## src/design/zcr_pkg.sv

```systemverilog
// Shared constants for the zero-crossing clock recovery unit.
// No dependencies; every other design file refers to this package by scoped names.
`timescale 1ns / 1ps

package zcr_pkg;

   // Defaults for the top-level parameters.
   localparam int AVG_WINDOW_DEFAULT    = 256;
   localparam int HISTORY_DEPTH_DEFAULT = 256;
   localparam int SAMPLE_BITS_DEFAULT   = 16;

   // Configuration register file.
   localparam int CSR_ADDR_W   = 3;
   localparam int CSR_DATA_W   = 32;
   localparam int PULSE_LEN_W  = 8;
   localparam logic REG_PULSE_LEN = 1'b0;   // register index taken from paddr[2]
   localparam logic [PULSE_LEN_W-1:0] PULSE_LEN_RESET = 8'd8;

   // Pipeline depths.
   localparam int MEAN_LAT    = 4;             // stages in the mean unit
   localparam int FRONT_DEPTH = MEAN_LAT + 3;  // item-holding stages in the front part
   localparam int QUEUE_DEPTH = 16;            // crossing events between front and back

endpackage

```

## src/design/zcr_queue.sv

```systemverilog
// Short event queue between the front and back parts, with a free-slot count.
// Depends on zcr_pkg.
`timescale 1ns / 1ps

module zcr_queue #(
   parameter int DATA_W = zcr_pkg::SAMPLE_BITS_DEFAULT + 2
) (
   input  logic                                      clock,
   input  logic                                      reset,
   input  logic                                      push,
   input  logic [DATA_W-1:0]                         push_data,
   input  logic                                      pop,
   output logic [DATA_W-1:0]                         pop_data,
   output logic                                      not_empty,
   output logic [$clog2(zcr_pkg::QUEUE_DEPTH+1)-1:0] free
);

   localparam int DEPTH = zcr_pkg::QUEUE_DEPTH;
   localparam int AW    = $clog2(DEPTH);
   localparam int CW    = $clog2(DEPTH + 1);

   logic [DATA_W-1:0] slot_ff [DEPTH];
   logic [AW-1:0]     wr_ff, rd_ff;
   logic [CW-1:0]     count_ff;

   always_ff @(posedge clock) begin
      if (push) begin
         slot_ff[wr_ff] <= push_data;
      end
   end

   always_ff @(posedge clock) begin
      if (reset) begin
         wr_ff    <= '0;
         rd_ff    <= '0;
         count_ff <= '0;
      end else begin
         if (push) begin
            wr_ff <= wr_ff + 1'b1;
         end
         if (pop) begin
            rd_ff <= rd_ff + 1'b1;
         end
         count_ff <= count_ff + CW'(push) - CW'(pop);
      end
   end

   assign pop_data  = slot_ff[rd_ff];
   assign not_empty = (count_ff != '0);
   assign free      = CW'(DEPTH) - count_ff;

endmodule

```

## config.mk

```make
export PLATFORM = sky130hd
export DESIGN_NAME = zcr_queue
export DESIGN_NICKNAME = d
export VERILOG_FILES = /design/src/design/zcr_pkg.sv /design/src/design/zcr_queue.sv
export SDC_FILE = /design/constraint.sdc
export NUM_CORES = 1
export LEC_CHECK = 0
export ABC_AREA = 0
export BUFFER_PORTS_ARGS = -buffer_cell sky130_fd_sc_hd__buf_2
export CORE_ASPECT_RATIO = 1.75
export CORE_MARGIN = 2
export CORE_UTILIZATION = 40
export DETAILED_ROUTE_END_ITERATION = 8
export PLACE_DENSITY = 0.6
export SETUP_SLACK_MARGIN = 0.3
export SLEW_MARGIN = 10
export SYNTH_ARGS = -nofsm -noshare
export SYNTH_HDL_FRONTEND = slang
export SYNTH_SLANG_ARGS = --single-unit
```

## constraint.sdc

```tcl
create_clock -name clock -period 1.8 [get_ports clock]
set_input_delay 0.36 -clock clock [delete_from_list [all_inputs] [get_ports clock]]
set_output_delay 0.36 -clock clock [all_outputs]
set_load 0.02 [all_outputs]
```

Word level (Yosys, flattened, before mapping). Memory sizes are Yosys's and may differ from the RTL's. A register that Yosys moved wholly into a read port is not among the register bits. Index checks and enable logic that the tools add are counted.

Input port bits: 22. Memories: 1. Output and inout port bits: 24. Flip-flop bits (word level): 13. Word-level logic and storage cells: 14. Bits in writable memories: 288.

Add/subtract/negate cells: 5. Multiplexer cells: 4. Reductions and logical operators: 1.

Memory list: slot_ff (depth 16, bits a word 18, read ports 1, clocked after memory_dff 1, write ports 1, RTL line zcr_queue.sv:22) `logic [DATA_W-1:0] slot_ff [DEPTH];`.

Operator list (number): 4-bit by 1-bit adder with 4-bit output (second input constant) (2); 4-bit two-way mux (2); 5-bit by 1-bit adder with 5-bit output (1); 5-bit nonzero test (1); 5-bit by 1-bit subtractor with 5-bit output (1); 5-bit subtractor (first input constant) (1); 1-bit two-way mux (2).

Depth between registers and ports, before layout.
Depth after elaboration: 3. Depth in mapped cells: 10. Mapped depth without buffers: 10.

Worst setup path before layout. No wires, ideal clock.

Path kind: register to output. From: register with a tool-made name. To: output pop_data[13]. Buffers on the path: 2. Arrival: 1.484 ns. Setup slack: -0.044 ns. Cell stages (with the launch flop): 6. Required time: 1.440 ns. Cells stage by stage: dfxtp_1 buf_6 buf_6 mux4_1 a22oi_1 nand2_1.

RTL lines: to (decl) (RTL line zcr_queue.sv:13) `output logic [DATA_W-1:0] pop_data,`.

==> results.txt <==
Routed WL: 26.8 mm
fin crit period: 2610 ps
post-layout util: 50.6%
CTS H-tree lvls: 1
TritonCTS clock tree: done
Pint: 12.7 mW
Design Power: 16.5 mW
final setup violation count: 22
EDFF count, synth: 288
Area contributors post-synth: edfxtp_1 (73%), mux4_2 (9.5%), mux4_1 (4.9%)
Synth top area share: 73.2%
Vias: 5735
CTS Buf Count: 27
gpl congestion: 0.738
count leader, synth: edfxtp_1
number of global-route vias before repair: 6227
Final #Nets: 699
worst clock skew: 5.70 ps
Core Area: 0.0292 mm2
Rel. slew slack: 80.2%
fin crit share: 145%
Die Width: 134 um
clk sinks: 305
Hold Fails Final Rpt: 0
largest net degree at the start of global routing: 30
Worst setup EP type: output port
run status: complete, but fails checks
Pwr per Cell Area: 1120 mW/mm2
asr flop ratio synth: 0%
initial core utilization: 40.5%
synth-to-layout area growth: 24.9%
Max VDD drop: 0.000940 V
LEAKAGE: 4.80 nW
GR Overflow Total: 0
switching power: 3.80 mW
I/O pin cnt: 46
failing checks: setup timing
Max Cap Violations: 0
Setup TNS: -13800 ps
library cells used by synthesis: 26
Clk pwr share: 35.5%
post-route setup slack: -805 ps
initial DRC count: 585
post-synthesis register bit count: 305
Die Height: 231 um
wire length per cell: 25.2 um
first-pass GRT wire length: 39.3 mm
FP Rows: 83
Synthesis Warnings: 0
post-route ant nets: 0
post-synth top area cell: edfxtp_1
layout cells sized above 1: 47.9%
CTS max path bufs: 3
worst hold-check path type: in2reg
Mapped Area: 0.0118 mm2
FILL cells: 2277
Top FF cell, synth: edfxtp_1
Worst Path Arrival: 2250 ps
root buffer cell: clkbuf_16
Post-Syn Instances: 548
RSZ-0062 raised after global routing: true
Vias/cell: 5.39
hold_ws: 169 ps
Port Buffer Count: 45
clock latency on the worst-skew pair: 540 ps
CP required: 1440 ps
sequential element share of the synthesized area: 76.1%
# diodes: 0
Seq pwr share: 48.5%
initial antenna violation count: 1
full die area: 0.0310 mm2
switching part of the total power: 23.1%
Comb pwr share: 15.9%
kind of critical path: reg2out
detailed placement HPWL: 14.9 mm
Max Slew Vio Count: 0
drt pass-1 iters: 5
Tot GR Track Use: 17.5%
CTS clk-pin slew, worst paths: 70 ps
Max Fclk: 384 MHz
Worst Max-Slew Pin Slew: 296 ps
Mapped Avg Cell Area: 21.6 um2
Post-route DRC: 0
CP Max Fanout: 5
Net Count, Synth: 585
CP Launch Type: flip-flop
synth cell count leaders: edfxtp_1 (288), mux4_2 (50), a22oi_1 (36), mux4_1 (22), nand2_1 (21)
[critical path, stage by stage (launching register included)]
cell and delay, ps:
dfxtp_4 390, buf_12 150, buf_12 110, buf_16 120, mux4_2 510, a22oi_2 160, nand2_2 110, buf_6 150
[logic make-up (layout without fill, tap and decap cells)]
group	after synthesis	count (layout)	synth area share, %
buffers and inverters	39	173	1.71
and+or+nand+nor	63	63	2.60
DFF	305	305	76.1
xor gates and xnor gates	12	12	0.889
AOI/OAI and AO/OA	40	40	2.50
adders and majority gates	15	15	1.65
muxes	74	74	14.6
[power by group through the flow]
stage                     logic, mW  clock network (mW)  registers [mW]
after floorplan                1.32                   0            8.11
after global placement         1.79                   0            8.13
after global routing           2.83                6.22            8.00
final                          2.62                5.85            7.99
after detailed placement       1.83                   0            8.14
after CTS                      2.41                5.97            7.97
[layer usage]
layer	GRT usage, %	wire length, um	part of all wire (%)	vias to the layer above
met3	2.65	1280	4.8	55
met1	20.8	9920	37	3042
met4	6.65	928	3.5	2
met5	0	15	0.056	-
met2	31.9	14600	55	166
li1	-	-	-	2470
[what timing repair did]
| action | CTS | global route |
|---|---|---|
| buffers inserted | 12 | 6 |
| gates resized for setup | 61 | 28 |
| setup endpoints to repair | 26 | 83 |
| hold buffers | 0 | 0 |
| pin swaps | 13 | 20 |
| gates cloned | 4 | 4 |
| hold endpoints to repair | 0 | 0 |
[final cells by class]
| cell class | count | area (um2) | area share, % |
|---|---|---|---|
| clock inverters | 12 | 91.3 | 0.619 |
| flip-flops and latches | 305 | 9000 | 61.0 |
| well taps | 382 | 478 | 3.24 |
| repair buffers | 111 | 1390 | 9.43 |
| clock buffers | 37 | 820 | 5.55 |
| inverters | 13 | 56.3 | 0.381 |
| multi-input cells | 204 | 2920 | 19.8 |
[per-stage QoR]
step                setup WS [ps]  instance area [um2]  std cells
global route                 -844                14800       1064
global placement             -231                13100        989
finish                       -805                14800       1064
floorplan                    21.6                12000        548
CTS                          -809                14500       1054
detailed placement           -248                13100        989
[worst paths after layout]
path / startpoint / endpoint / slack, ps / cells past startpoint
setup / recovery: flip-flop / pop_data[5] / -810 / 7
hold / removal: reset / count_ff[1] / 170 / 2
setup reg to reg: count_ff[0] / count_ff[4] / 0 / 10
hold reg to reg: rd_ff[3] / flip-flop / 550 / 2
[layout by cell type, fill, tap and decap left out, drive strengths merged]
| cell | netlist | routed |
|---|---|---|
| bufinv | 0 | 1 |
| xnor2 | 7 | 7 |
| mux2i | 2 | 2 |
| a22oi | 36 | 36 |
| fa | 1 | 1 |
| o21bai | 2 | 2 |
| nor2b | 4 | 4 |
| nor3b | 1 | 1 |
| nand2 | 21 | 21 |
| and3b | 1 | 1 |
| dfxtp | 17 | 17 |
| a21oi | 2 | 2 |
| ha | 14 | 14 |
| nand4 | 2 | 2 |
| clkinv | 0 | 9 |
| nor2 | 15 | 15 |
| edfxtp | 288 | 288 |
| clkbuf | 10 | 40 |
| xor2 | 5 | 5 |
| and3 | 1 | 1 |
| and2 | 18 | 18 |
| inv | 13 | 13 |
| buf | 16 | 108 |
| clkinvlp | 0 | 2 |
| mux4 | 72 | 72 |
[state kept, by name, indices dropped and copies added (netlist names), named ones only]
| name | flops |
|---|---|
| rd_ff | 4 |
| wr_ff | 4 |
| slot_ff | 288 |
| count_ff | 5 |
Note: power is estimated with default switching activity, not from simulation.
