<file path="src/design/zcr_pkg.sv">
// Shared constants for the zero-crossing clock recovery unit.
// No dependencies; every other design file refers to this package by scoped names.
`timescale 1ns / 1ps

package zcr_pkg;

   // Defaults for the top-level parameters.
   localparam int AVG_WINDOW_DEFAULT    = 256;
   localparam int HISTORY_DEPTH_DEFAULT = 256;
   localparam int SAMPLE_BITS_DEFAULT   = 16;

   // Configuration register file.
   localparam int CSR_ADDR_W   = 3;
   localparam int CSR_DATA_W   = 32;
   localparam int PULSE_LEN_W  = 8;
   localparam logic REG_PULSE_LEN = 1'b0;   // register index taken from paddr[2]
   localparam logic [PULSE_LEN_W-1:0] PULSE_LEN_RESET = 8'd8;

   // Pipeline depths.
   localparam int MEAN_LAT    = 4;             // stages in the mean unit
   localparam int FRONT_DEPTH = MEAN_LAT + 3;  // item-holding stages in the front part
   localparam int QUEUE_DEPTH = 16;            // crossing events between front and back

endpackage

</file>
<file path="src/design/zcr_emit.sv">
// Back part: turns queued events into result words, repeating a long-run sample.
// Holds the output register of the result channel. Depends on zcr_pkg.
`timescale 1ns / 1ps

module zcr_emit #(
   parameter int SAMPLE_BITS = zcr_pkg::SAMPLE_BITS_DEFAULT
) (
   input  logic                         clock,
   input  logic                         reset,
   input  logic                         q_not_empty,
   input  logic [SAMPLE_BITS+1:0]       q_data,      // {twice, sample}
   output logic                         q_pop,
   output logic                         out_valid,
   input  logic                         out_ready,
   output logic signed [SAMPLE_BITS:0]  out_sample,
   output logic                         out_last
);

   logic                        valid_ff;
   logic                        last_ff;
   logic                        second_ff;
   logic signed [SAMPLE_BITS:0] sample_ff;
   logic                        load;

   assign load  = ~valid_ff | out_ready;
   assign q_pop = load & ~second_ff & q_not_empty;

   always_ff @(posedge clock) begin
      if (reset) begin
         valid_ff  <= 1'b0;
         second_ff <= 1'b0;
         last_ff   <= 1'b0;
      end else if (load) begin
         if (second_ff) begin
            // Repeat of the held sample closes the pair.
            valid_ff  <= 1'b1;
            last_ff   <= 1'b1;
            second_ff <= 1'b0;
         end else if (q_not_empty) begin
            valid_ff  <= 1'b1;
            last_ff   <= ~q_data[SAMPLE_BITS+1];
            second_ff <= q_data[SAMPLE_BITS+1];
         end else begin
            valid_ff <= 1'b0;
         end
      end
   end

   always_ff @(posedge clock) begin
      if (q_pop) begin
         sample_ff <= q_data[SAMPLE_BITS:0];
      end
   end

   assign out_valid  = valid_ff;
   assign out_sample = sample_ff;
   assign out_last   = last_ff;

endmodule

</file>
<file path="config.mk">
export PLATFORM = sky130hd
export DESIGN_NAME = zcr_emit
export DESIGN_NICKNAME = d
export VERILOG_FILES = /design/src/design/zcr_pkg.sv /design/src/design/zcr_emit.sv
export SDC_FILE = /design/constraint.sdc
export NUM_CORES = 1
export LEC_CHECK = 0
export BUFFER_PORTS_ARGS = -buffer_cell sky130_fd_sc_hd__buf_2
export CAP_MARGIN = 20
export CORE_MARGIN = 1.5
export CORE_UTILIZATION = 38
export CTS_BUF_LIST = sky130_fd_sc_hd__clkbuf_8
export DETAILED_ROUTE_END_ITERATION = 16
export PLACE_DENSITY = 0.79
export SLEW_MARGIN = 25
export SYNTH_ARGS = -nofsm -noshare
export SYNTH_HDL_FRONTEND = slang
export SYNTH_SLANG_ARGS = --single-unit
export TNS_END_PERCENT = 5
</file>
<file path="constraint.sdc">
create_clock -name clock -period 6.3 [get_ports clock]
set_input_delay 0.315 -clock clock [delete_from_list [all_inputs] [get_ports clock]]
set_output_delay 0.315 -clock clock [all_outputs]
set_load 0.01 [all_outputs]
</file>
After elaboration in Yosys (flattened, before gate mapping)
Index checks and enable logic that the tools add are counted.
W data, S select, Z words.

storage, ports and cells
  word-level logic and storage cells = 18
  bits in registers = 20
  output and inout port bits = 20

cells by class
  bitwise operators = 6
  reduce and logical (&&, ||, !) cells = 2
  muxes and demuxes = 6

operators with widths
  kind                count
  $mux W1             6
  $not A1 Y1          3
  $and A1 B1 Y1       2
  $reduce_and A2 Y1   1
  $reduce_bool A2 Y1  1
  $or A1 B1 Y1        1

Longest topological paths before layout
Gate-level depths: netlist of run 1.

  word-level depth = 4
  gate-level depth with buffers = 3
  mapped depth without buffers = 3

Least setup slack after synthesis of run 1
OpenSTA, ideal clock, no wires.

  kind = register -> register
  from = register valid_ff (netlist: out_valid)
  to = register sample_ff[0] (netlist: out_sample[0]) (enable)
  required time = 5.874 ns
  buffers on the path = 0
  path slack = 3.880 ns
  stages on the path, launching flop included = 3
  clock period less this slack = 2.420 ns
  arrival time = 1.993 ns
  cells stage by stage = dfxtp_1 > nor2b_4 > nor3b_1

on the way
  longest elaborated chain between the ends = 4

ends and longest elaborated chain
  item                        RTL line        source
  start: declaration          zcr_emit.sv:19  logic valid_ff;
  start signal: assignment    zcr_emit.sv:30  valid_ff <= 1'b0;
  start signal: assignment    zcr_emit.sv:36  valid_ff <= 1'b1;
  start signal: assignment    zcr_emit.sv:40  valid_ff <= 1'b1;
  $not A1 Y1                  zcr_emit.sv:25  assign load = ~valid_ff | out_ready;
  $or A1 B1 Y1                zcr_emit.sv:25
  $and A1 B1 Y1 (2 in a row)  zcr_emit.sv:26  assign q_pop = load & ~second_ff & q_not_empty;
  via q_pop                   zcr_emit.sv:12  output logic q_pop,
  end signal: assignment      zcr_emit.sv:51  sample_ff <= q_data[SAMPLE_BITS:0];
  end: declaration            zcr_emit.sv:22  logic signed [SAMPLE_BITS:0] sample_ff;

The timed path passes the listed nets, and every way through them passes these cells.
A chain may end at the register's enable or synchronous reset.

Worst setup path after layout of run 1
  from = register valid_ff (netlist: out_valid)
  to = output port q_pop

on the way
  longest elaborated chain between the ends = 4

ends and longest elaborated chain
  item                        RTL line
  $not A1 Y1                  zcr_emit.sv:25
  $or A1 B1 Y1                zcr_emit.sv:25
  $and A1 B1 Y1 (2 in a row)  zcr_emit.sv:26
  end: declaration            zcr_emit.sv:12

Every way passes these cells.

==> results of run 1 <==
cell families (layout without fill, tap and decap cells):
logic type      after synthesis  count (layout)  share of synthesized area, %
buf+inv                       2              47                          1.17
flops                        20              20                          88.9
simple gates                  7               7                          6.82
compound gates                3               3                          3.12
worst register-to-register path: stages, from the launching register on:
cell	delay, ps
dfxtp_1	310
nor2b_4	150
nor3b_4	680
state kept, by name, indices dropped and copies added, names as in the netlist:
name        flops
out_last        1
out_sample     17
out_valid       1
second_ff       1
cell usage after synthesis:
cell | number | area share [%]
a21oi_1 | 1 | 0.78
edfxtp_1 | 17 | 80
o22ai_1 | 1 | 0.98
dfxtp_1 | 3 | 9.4
nand2_1 | 2 | 1.2
a221oi_1 | 1 | 1.4
nor3_1 | 1 | 0.78
nor2_1 | 1 | 0.58
nor2b_4 | 1 | 2.1
inv_1 | 2 | 1.2
nor3b_1 | 1 | 1.2
or3_1 | 1 | 0.98
area by class of cell:
class,instances,share of cell area (%)
Tap cell,16,2.17
Sequential cell,20,61.8
Clock buffer,3,4.47
Clock inverter,1,0.407
Inverter,2,0.813
Multi-Input combinational cell,10,8.13
Timing Repair Buffer,41,22.2
report_power, final:
part           switching (mW)  internal, mW
Combinational          0.0143        0.0126
Clock                  0.0381        0.0433
Sequential            0.00285         0.154
Total                  0.0552         0.210
per-layer routing:
| layer | GRT usage (%) | routed length, µm |
|---|---|---|
| met1 | 16.9 | 497 |
| met5 | 0 | 0 |
| met3 | 4.90 | 129 |
| met4 | 5.45 | 0 |
| met2 | 22.9 | 602 |
final timing paths:
| path | end | cells past startpoint |
|---|---|---|
| hold / removal | out_sample[0] | 1 |
| hold reg to reg | out_last | 2 |
| setup / recovery | q_pop | 3 |
| setup reg to reg | out_sample[2] | 2 |
==> qor.csv, run 1 <==
stage,metric,value,unit
run_status,outcome,completed,
finish,final core utilization,59.9,%
finish,Layout area overhead,43.9,%
drt,vias per cell,4.59,
drt,drt pass-1 iters,2,
finish,ant diodes,0,
yosys,Synth cell types,12,
worst_setup_path,CP Cell Sequence,nor2b_4 > nor3b_4 > buf_2,
clock_network,CTS Buf Count,3,
yosys,"Seq/Total Area, Yosys",88.9,%
yosys,#FFs+latches synth,20,
timing,worst setup margin,4330,ps
finish,FF/Latch Area,571,µm²
yosys,YS warnings,0,
yosys,syn avg cell area,20.1,µm²
clock_network,Clock Tree Root,clkbuf_8,
grt,vias in the first global route,408,
floorplanning,die height,44.1,µm
floorplanning,Initial Util,41.6,%
worst_setup_path,reg2reg start,out_valid,
timing,RSZ-0062 raised after global routing,false,
worst_setup_path,"Buf+Inv Stages, Crit Path",1,
min_path,Hold Startpoint,q_data[0],
floorplanning,core box area,0.00154,mm²
worst_setup_path,CP max FO,18,
timing,Hold Slack,234,ps
grt,Global Route Usage Sum,13.9,%
grt,antenna violations before repair,0,
placement,DP Wirelength,1010,µm
worst_setup_path,CP startpoint kind,flop,
floorplanning,# rows,14,
finish,area of the multi-input gates,75.1,µm²
clock_network,Post-CTS Setup Inserts,0,
finish,most frequent cells in the layout,"buf_2 (41), edfxtp_1 (17), clkbuf_8 (3), dfxtp_1 (3)",
worst_setup_path,"slowest stage delay, CP",680,ps
yosys,Mapped Nets,54,
clock_network,CTS max path bufs,2,
grt,global route overflow,0,
worst_setup_path,Worst Setup SP,out_valid,
finish,Layout Cells excl Fill,93,
worst_setup_path,Critical-path top delay cell,nor3b_4,
floorplanning,Ports,42,
worst_setup_path,"Data arrival, critical path",1660,ps
clock_network,Clock Latency Late Sink,250,ps
drt,DR vias,427,
worst_setup_path,Setup CP Type,reg -> out,
timing,Worst Skew,3.60,ps
timing,slew of the pin with the lowest slew margin,824,ps
power_and_ir_drop,Lkg Pwr,0.401,nW
grt,pin count of the biggest net entering global routing,19,
min_path,Hold Path Class,in -> reg,
clock_network,CTS tree,done,
placement,Buffers on Ports,41,
floorplanning,DIE AREA,0.00194,mm²
finish,final cell area excluding filler cells,923,µm²
drt,DRT Wirelength,1230,µm
power_and_ir_drop,Design Power,0.265,mW
power_and_ir_drop,Peak VDD IR,147,µV
placement,pre-CTS WS,4540,ps
timing,Final setup viols,0,
worst_setup_path,"Req. time, crit path",5980,ps
timing,Final Cycle Share,31.3,%
placement,GPL Wtd Cong,0.646,
yosys,synthesized area,642,µm²
finish,"commonest non-fill, non-tap cell in the layout",buf_2,
drt,DR WL/cell,13.2,µm
drt,Detailed Route Iter0 Violations,9,
power_and_ir_drop,Power Density,287,mW/mm²
drt,ANT nets after route,0,
clock_network,post_cts resized,0,
clock_network,clk slew on worst S/H paths,70,ps
clock_network,CTS sink cnt,20,
placement,cell area after placement,878,µm²
flow_run,maxcap violations,0,
worst_setup_path,r2r setup slk,4790,ps
finish,Filler cells,127,
clock_network,htree depth,1,
timing,min cycle time layout,1970,ps
finish,layout cells sized above 1,59.7,%
yosys,Syn Inst Count,32,
worst_setup_path,element type at the critical path end,output pin,
timing,final hold violations,0,
clock_network,cts hold-fix bufs,0,
timing,Worst slew margin,45.0,%
floorplanning,Die Span X,44.1,µm
worst_setup_path,cell family with most CP delay,simple AND/OR/NAND/NOR gates,
timing,FMAX,0.507,GHz
grt,global-route wire length before repair,1850,µm
timing,Fin Setup TNS,0,ps
placement,post-placement cell count,89,
finish,Nets,100,
timing,max-slew violations,0,
drt,Residual DRC,0,
No activity file was read; power rests on OpenSTA's default activity.
==> run 2: changes to the inputs <==
--- a/config.mk
+++ b/config.mk
@@ -5,13 +5,14 @@
 export SDC_FILE = /design/constraint.sdc
 export NUM_CORES = 1
 export LEC_CHECK = 0
+export ABC_AREA = 1
 export BUFFER_PORTS_ARGS = -buffer_cell sky130_fd_sc_hd__buf_2
 export CAP_MARGIN = 20
 export CORE_MARGIN = 1.5
 export CORE_UTILIZATION = 38
 export CTS_BUF_LIST = sky130_fd_sc_hd__clkbuf_8
 export DETAILED_ROUTE_END_ITERATION = 16
-export PLACE_DENSITY = 0.79
+export PLACE_DENSITY = 0.82
 export SLEW_MARGIN = 25
 export SYNTH_ARGS = -nofsm -noshare
 export SYNTH_HDL_FRONTEND = slang
==> constraint.sdc (replaced) <==
create_clock -name clock -period 1.6 [get_ports clock]
set_input_delay 0.08 -clock clock [delete_from_list [all_inputs] [get_ports clock]]
set_output_delay 0.08 -clock clock [all_outputs]
set_load 0.01 [all_outputs]
==> run 2 against run 1 <==
First-iteration DRC count fell by 33%. Sequential share of layout area fell by 5.1 points. Sequential power rose to 3.9 times the previous value. Cell count grew 15%. Critical endpoint unchanged.
==> qor.csv, run 2 <==
stage,metric,value,unit,change
yosys,Mapped Nets,60,,was 54
yosys,Syn Inst Count,38,,was 32
floorplanning,Initial Util,42.0,%,was 41.6%
drt,Detailed Route Iter0 Violations,6,,was 9
drt,drt pass-1 iters,2,,unchanged
power_and_ir_drop,Lkg Pwr,0.461,nW,was 0.401 nW
drt,DR WL/cell,10.0,µm,was 13.2 µm
min_path,Hold Path Class,in -> reg,,unchanged
clock_network,clk slew on worst S/H paths,70,ps,about the same
finish,"commonest non-fill, non-tap cell in the layout",buf_2,,unchanged
timing,min cycle time layout,1310,ps,
timing,Fin Setup TNS,0,ps,unchanged
worst_setup_path,CP Cell Sequence,inv_1 > nor2_2 > nor3_4 > buf_4 > buf_2,,was nor2b_4 > nor3b_4 > buf_2
clock_network,Post-CTS Setup Inserts,0,,unchanged
placement,post-placement cell count,96,,was 89
grt,vias in the first global route,392,,was 408
floorplanning,die height,44.3,µm,was 44.1 µm
clock_network,CTS tree,done,,unchanged
flow_run,maxcap violations,0,,unchanged
clock_network,Clock Latency Late Sink,250,ps,about the same
finish,Nets,114,,was 100
yosys,ys flop type,edfxtp_1,,unchanged
run_status,outcome,completed,,unchanged
floorplanning,core box area,0.00154,mm²,unchanged
placement,DP Wirelength,791,µm,was 1010 µm
yosys,Synth cell types,9,,was 12
timing,Final Cycle Share,81.6,%,
timing,FMAX,0.766,GHz,
worst_setup_path,Critical-path top delay cell,dfxtp_1,,was nor3b_4
finish,most frequent cells in the layout,"buf_2 (41), edfxtp_1 (17), dlygate4sd3_1 (7)",,"was buf_2 (41), edfxtp_1 (17), clkbuf_8 (3), dfxtp_1 (3)"
power_and_ir_drop,Peak VDD IR,568,µV,was 147 µV
floorplanning,DIE AREA,0.00196,mm²,was 0.00194 mm²
clock_network,post_cts resized,0,,unchanged
clock_network,Clock Tree Root,clkbuf_8,,unchanged
worst_setup_path,"Data arrival, critical path",1230,ps,was 1660 ps
drt,vias per cell,4.40,,was 4.59
power_and_ir_drop,Power Density,1040,mW/mm²,was 287 mW/mm²
clock_network,CTS Buf Count,3,,unchanged
timing,Worst Skew,4.51,ps,was 3.60 ps
clock_network,CTS sink cnt,20,,unchanged
drt,DRT Wirelength,1070,µm,was 1230 µm
yosys,ys async rst share,0,%,unchanged
drt,Residual DRC,0,,unchanged
yosys,syn avg cell area,17.0,µm²,was 20.1 µm²
drt,ANT nets after route,0,,unchanged
worst_setup_path,element type at the critical path end,output pin,,unchanged
grt,global route overflow,0,,unchanged
floorplanning,Die Span X,44.3,µm,was 44.1 µm
worst_setup_path,"slowest stage delay, CP",330,ps,was 680 ps
yosys,synthesized area,647,µm²,was 642 µm²
yosys,largest cells by area after synthesis,"edfxtp_1 (79%), dfxtp_1 (9.3%), nand2_1 (3.5%)",,"was edfxtp_1 (80%), dfxtp_1 (9.4%), nor2b_4 (2.1%)"
yosys,share of the synthesized area in the top cell type,78.9,%,was 79.5%
drt,DR vias,471,,was 427
worst_setup_path,reg2reg start,out_valid,,unchanged
finish,ant diodes,0,,unchanged
timing,Worst slew margin,85.1,%,was 45.0%
finish,layout cells sized above 1,51.6,%,was 59.7%
yosys,#FFs+latches synth,20,,unchanged
yosys,"area leader, netlist",edfxtp_1,,unchanged
finish,final cell area excluding filler cells,0.00101,mm²,was 923 µm²
timing,RSZ-0062 raised after global routing,false,,unchanged
placement,cell area after placement,891,µm²,was 878 µm²
timing,slew of the pin with the lowest slew margin,224,ps,was 824 ps
timing,final hold violations,0,,unchanged
grt,pin count of the biggest net entering global routing,19,,unchanged
floorplanning,Ports,42,,unchanged
finish,Layout area overhead,55.5,%,was 43.9%
floorplanning,# rows,14,,unchanged
yosys,YS warnings,0,,unchanged
timing,Final setup viols,0,,unchanged
yosys,"top cells by count, synth","edfxtp_1 (17), nand2_1 (6), inv_1 (5), dfxtp_1 (3)",,"was edfxtp_1 (17), dfxtp_1 (3), inv_1 (2), nand2_1 (2)"
finish,Filler cells,134,,was 127
clock_network,CTS max path bufs,2,,unchanged
placement,GPL Wtd Cong,0.606,,was 0.646
worst_setup_path,CP max FO,18,,unchanged
yosys,most instantiated library cell after synthesis,edfxtp_1,,unchanged
clock_network,htree depth,1,,unchanged
timing,max-slew violations,0,,unchanged
finish,FF/Latch Area,571,µm²,unchanged
placement,Buffers on Ports,41,,unchanged
worst_setup_path,Worst Setup SP,out_valid,,unchanged
grt,antenna violations before repair,0,,unchanged
clock_network,cts hold-fix bufs,2,,was 0
grt,Global Route Usage Sum,10.7,%,was 13.9%
grt,global-route wire length before repair,1490,µm,was 1850 µm
worst_setup_path,Setup CP Type,reg -> out,,unchanged
yosys,"Seq/Total Area, Yosys",88.2,%,was 88.9%
worst_setup_path,"Req. time, crit path",1520,ps,was 5980 ps
finish,Layout Cells excl Fill,107,,was 93
finish,area of the multi-input gates,68.8,µm²,was 75.1 µm²
yosys,number of synthesized flops with an enable pin,17,,unchanged
worst_setup_path,CP startpoint kind,flop,,unchanged
min_path,Hold Startpoint,q_data[15],,was q_data[0]
finish,max FFs per register,17,,unchanged
==> run 2: layer usage <==
| metal | vias to the layer above | GRT usage, % | share of wire [%] |
|---|---|---|---|
| met5 | - | 0 | 0 |
| met4 | 0 | 5.45 | 0 |
| met3 | 0 | 3.67 | 13 |
| met2 | 30 | 17.9 | 46 |
| met1 | 204 | 12.2 | 41 |
| li1 | 237 | - | - |
==> run 2: power breakdown <==
group / switching [mW] / internal, mW
combinational: 0.0603 / 0.0602
clock: 0.139 / 0.170
sequential: 0.00928 / 0.605
==> run 2: area by class of cell <==
type,instances,area share [%]
sequential,20,56.7
clock inverter,1,0.373
timing repair buffer,49,28.1
tap,16,1.99
clock buffer,3,4.10
multi-input combinational,13,6.84
inverter,5,1.87
==> run 2: cell families after synthesis <==
logic type             share of synthesized area (%)
DFF                                             88.2
AOI/OAI and AO/OA                               2.52
buffers and inverters                           2.90
and+or+nand+nor                                 6.38
==> run 2: final timing paths <==
kind	slack, ps	endpoint	cells past startpoint
worst min-delay path	10	out_sample[15]	1
worst max register to register	490	out_sample[14]	4
worst min register to register	480	out_last	2
worst max-delay path	290	q_pop	5
==> run 2: worst max-delay path: cells and delay by family (launching register included) <==
kind | cells | cell delay (ps)
flip-flops | 1 | 330
AND/OR/NAND/NOR | 2 | 150
buffers and inverters | 3 | 510
==> run 2: per-stage QoR <==
step / utilization, % / power (mW) / hold WS, ps / setup slack, ps
2_1_floorplan: - / 0.672 / 149 / 249
5_1_grt: 65.3 / 1.09 / 1.20 / 204
3_5_place_dp: 57.8 / 0.735 / 258 / 491
3_3_place_gp: 57.8 / 0.732 / 257 / 528
4_1_cts: 62.0 / 1.05 / 2.06 / 286
6_report: 65.3 / 1.04 / 10.1 / 294
==> run 3: changes to the inputs <==
==> constraint.sdc (replaced) <==
create_clock -name clock -period 1.2 [get_ports clock]
set_input_delay 0.06 -clock clock [delete_from_list [all_inputs] [get_ports clock]]
set_output_delay 0.06 -clock clock [all_outputs]
set_load 0.01 [all_outputs]
==> run 3 against run 2 <==
Hold slack improved by 100 ps. Highest routed layer unchanged. Non-clock buffer count increased by 13. Largest power group unchanged. Combinational power increased by 83%.
==> qor.csv, run 3 (synthesis results as in run 2) <==
stage,metric,value,unit,change
run_status,outcome,completed,,unchanged
floorplanning,DIE AREA,0.00196,mm²,unchanged
finish,layout cells sized above 1,49.0,%,was 51.6%
floorplanning,Die Span X,44.3,µm,unchanged
timing,Fin Setup TNS,0,ps,unchanged
drt,DR vias,521,,was 471
floorplanning,Initial Util,42.0,%,unchanged
clock_network,CTS Buf Count,3,,unchanged
timing,Worst slew margin,86.8,%,was 85.1%
placement,pre-CTS WS,147,ps,was 491 ps
clock_network,CTS tree,done,,unchanged
finish,area of the multi-input gates,73.8,µm²,was 68.8 µm²
drt,vias per cell,4.34,,was 4.40
min_path,WHS Path Cells,4,,was 1
clock_network,htree depth,1,,unchanged
timing,min cycle time layout,1160,ps,
finish,Filler cells,111,,was 134
timing,Hold Slack,113,ps,was 10.1 ps
worst_setup_path,CP max FO,13,,was 18
clock_network,Clock Tree Root,clkbuf_8,,unchanged
timing,max-slew violations,0,,unchanged
drt,ANT nets after route,0,,unchanged
drt,DR WL/cell,11.2,µm,was 10.0 µm
worst_setup_path,element type at the critical path end,flop,,was output pin
power_and_ir_drop,Lkg Pwr,0.523,nW,was 0.461 nW
power_and_ir_drop,Power Density,1250,mW/mm²,was 1040 mW/mm²
grt,met2 Usage GRT,23.2,%,was 17.9%
grt,antenna violations before repair,0,,unchanged
worst_setup_path,Setup CP Type,reg -> reg,,was reg -> out
placement,Buffers on Ports,41,,unchanged
grt,pin count of the biggest net entering global routing,14,,was 19
grt,Global Route Usage Sum,13.8,%,was 10.7%
timing,Final setup viols,0,,unchanged
clock_network,CTS max path bufs,2,,unchanged
worst_setup_path,CP startpoint kind,flop,,unchanged
timing,slew of the pin with the lowest slew margin,198,ps,was 224 ps
finish,Layout area overhead,80.7,%,was 55.5%
min_path,Hold Path Class,in -> reg,,unchanged
timing,worst setup margin,39.9,ps,was 294 ps
finish,most frequent cells in the layout,"buf_2 (40), dlygate4sd3_1 (18), edfxtp_1 (17)",,"was buf_2 (41), edfxtp_1 (17), dlygate4sd3_1 (7)"
grt,grt met1 use,15.4,%,was 12.2%
drt,drt pass-1 iters,2,,unchanged
timing,Worst Skew,1.09,ps,was 4.51 ps
timing,FMAX,0.862,GHz,
finish,FF/Latch Area,572,µm²,was 571 µm²
placement,GPL Wtd Cong,0.619,,was 0.606
finish,ant diodes,0,,unchanged
floorplanning,core box area,0.00154,mm²,unchanged
timing,Final Cycle Share,96.7,%,
grt,met3 usage,4.90,%,was 3.67%
grt,global route overflow,0,,unchanged
finish,final core utilization,75.8,%,was 65.3%
grt,global-route wire length before repair,1890,µm,was 1490 µm
timing,final hold violations,0,,unchanged
drt,Residual DRC,0,,unchanged
power_and_ir_drop,Design Power,1.46,mW,was 1.04 mW
floorplanning,Ports,42,,unchanged
finish,"commonest non-fill, non-tap cell in the layout",buf_2,,unchanged
finish,max FFs per register,17,,unchanged
drt,DRT Wirelength,1340,µm,was 1070 µm
clock_network,CTS sink cnt,20,,unchanged
flow_run,maxcap violations,0,,unchanged
grt,vias in the first global route,471,,was 392
drt,Detailed Route Iter0 Violations,6,,unchanged
worst_setup_path,Worst R2R Path Depth,5,,was 4
finish,Nets,127,,was 114
clock_network,Clock Latency Late Sink,250,ps,about the same
floorplanning,# rows,14,,unchanged
worst_setup_path,"Data arrival, critical path",1130,ps,was 1230 ps
worst_setup_path,"Req. time, crit path",1170,ps,was 1520 ps
placement,DP Wirelength,876,µm,was 791 µm
grt,"Most Used Layer, Global Route",met2,,unchanged
floorplanning,die height,44.3,µm,unchanged
clock_network,clk slew on worst S/H paths,70,ps,about the same
power_and_ir_drop,Peak VDD IR,913,µV,was 568 µV
## run 3: cell types whose count changed in the layout (fill, tap and decap cells not counted)
| cell | before | now |
|---|---|---|
| clkinv_1 | 0 | 1 |
| dfxtp_2 | 0 | 1 |
| buf_2 | 41 | 40 |
| buf_12 | 0 | 2 |
| dlygate4sd3_1 | 7 | 18 |
| dfxtp_1 | 3 | 2 |
| inv_2 | 0 | 1 |
| nor2_2 | 1 | 0 |
| buf_6 | 0 | 1 |
| nor2_4 | 0 | 1 |
| inv_1 | 6 | 4 |
## run 3: worst max-delay path, stage by stage, from the launching register on
cell	delay, ps
dfxtp_2	330
inv_2	60
nor2_4	40
nor3_4	190
buf_12	130
buf_12	130
## run 3: layout make-up
class                           instances  share of cell area (%)
Clock buffer                            3                    3.53
Clock inverter                          1                   0.321
Inverter                                5                    1.61
Multi-Input combinational cell         13                    6.32
Sequential cell                        20                    48.9
Tap cell                               16                    1.71
Timing Repair Buffer                   62                    37.6
## run 3: report_power, final
part           internal (mW)  switching (mW)  total, mW
Combinational          0.128          0.0925      0.220
Clock                  0.227           0.195      0.422
Sequential             0.807          0.0140      0.821
## run 3: final timing paths
check	start	end	slack (ps)
worst max-delay path	out_valid	out_sample[7]	40
worst min-delay path	out_ready	second_ff	110
worst max register to register	out_valid	out_sample[7]	40
worst min register to register	out_last	out_last	490
## run 3: stage by stage
| stage | cell area [µm²] | cells |
|---|---|---|
| global route | 1170 | 120 |
| global placement | 903 | 96 |
| floorplan | 658 | 38 |
| finish | 1170 | 120 |
| CTS | 1160 | 120 |
| detailed placement | 903 | 96 |
## run 3: layer usage
metal | share of wire (%) | up-vias
li1 | - | 264
met1 | 40 | 227
met2 | 51 | 30
met3 | 8.9 | 0
met4 | 0 | 0
met5 | 0 | -
## run 3: timing repair
item	in CTS	in global routing
resized for setup	0	4
hold endpoints to repair	19	0
setup buffers	2	0
hold buffers	18	0
setup endpoints to repair	1	1
pin swaps	0	1
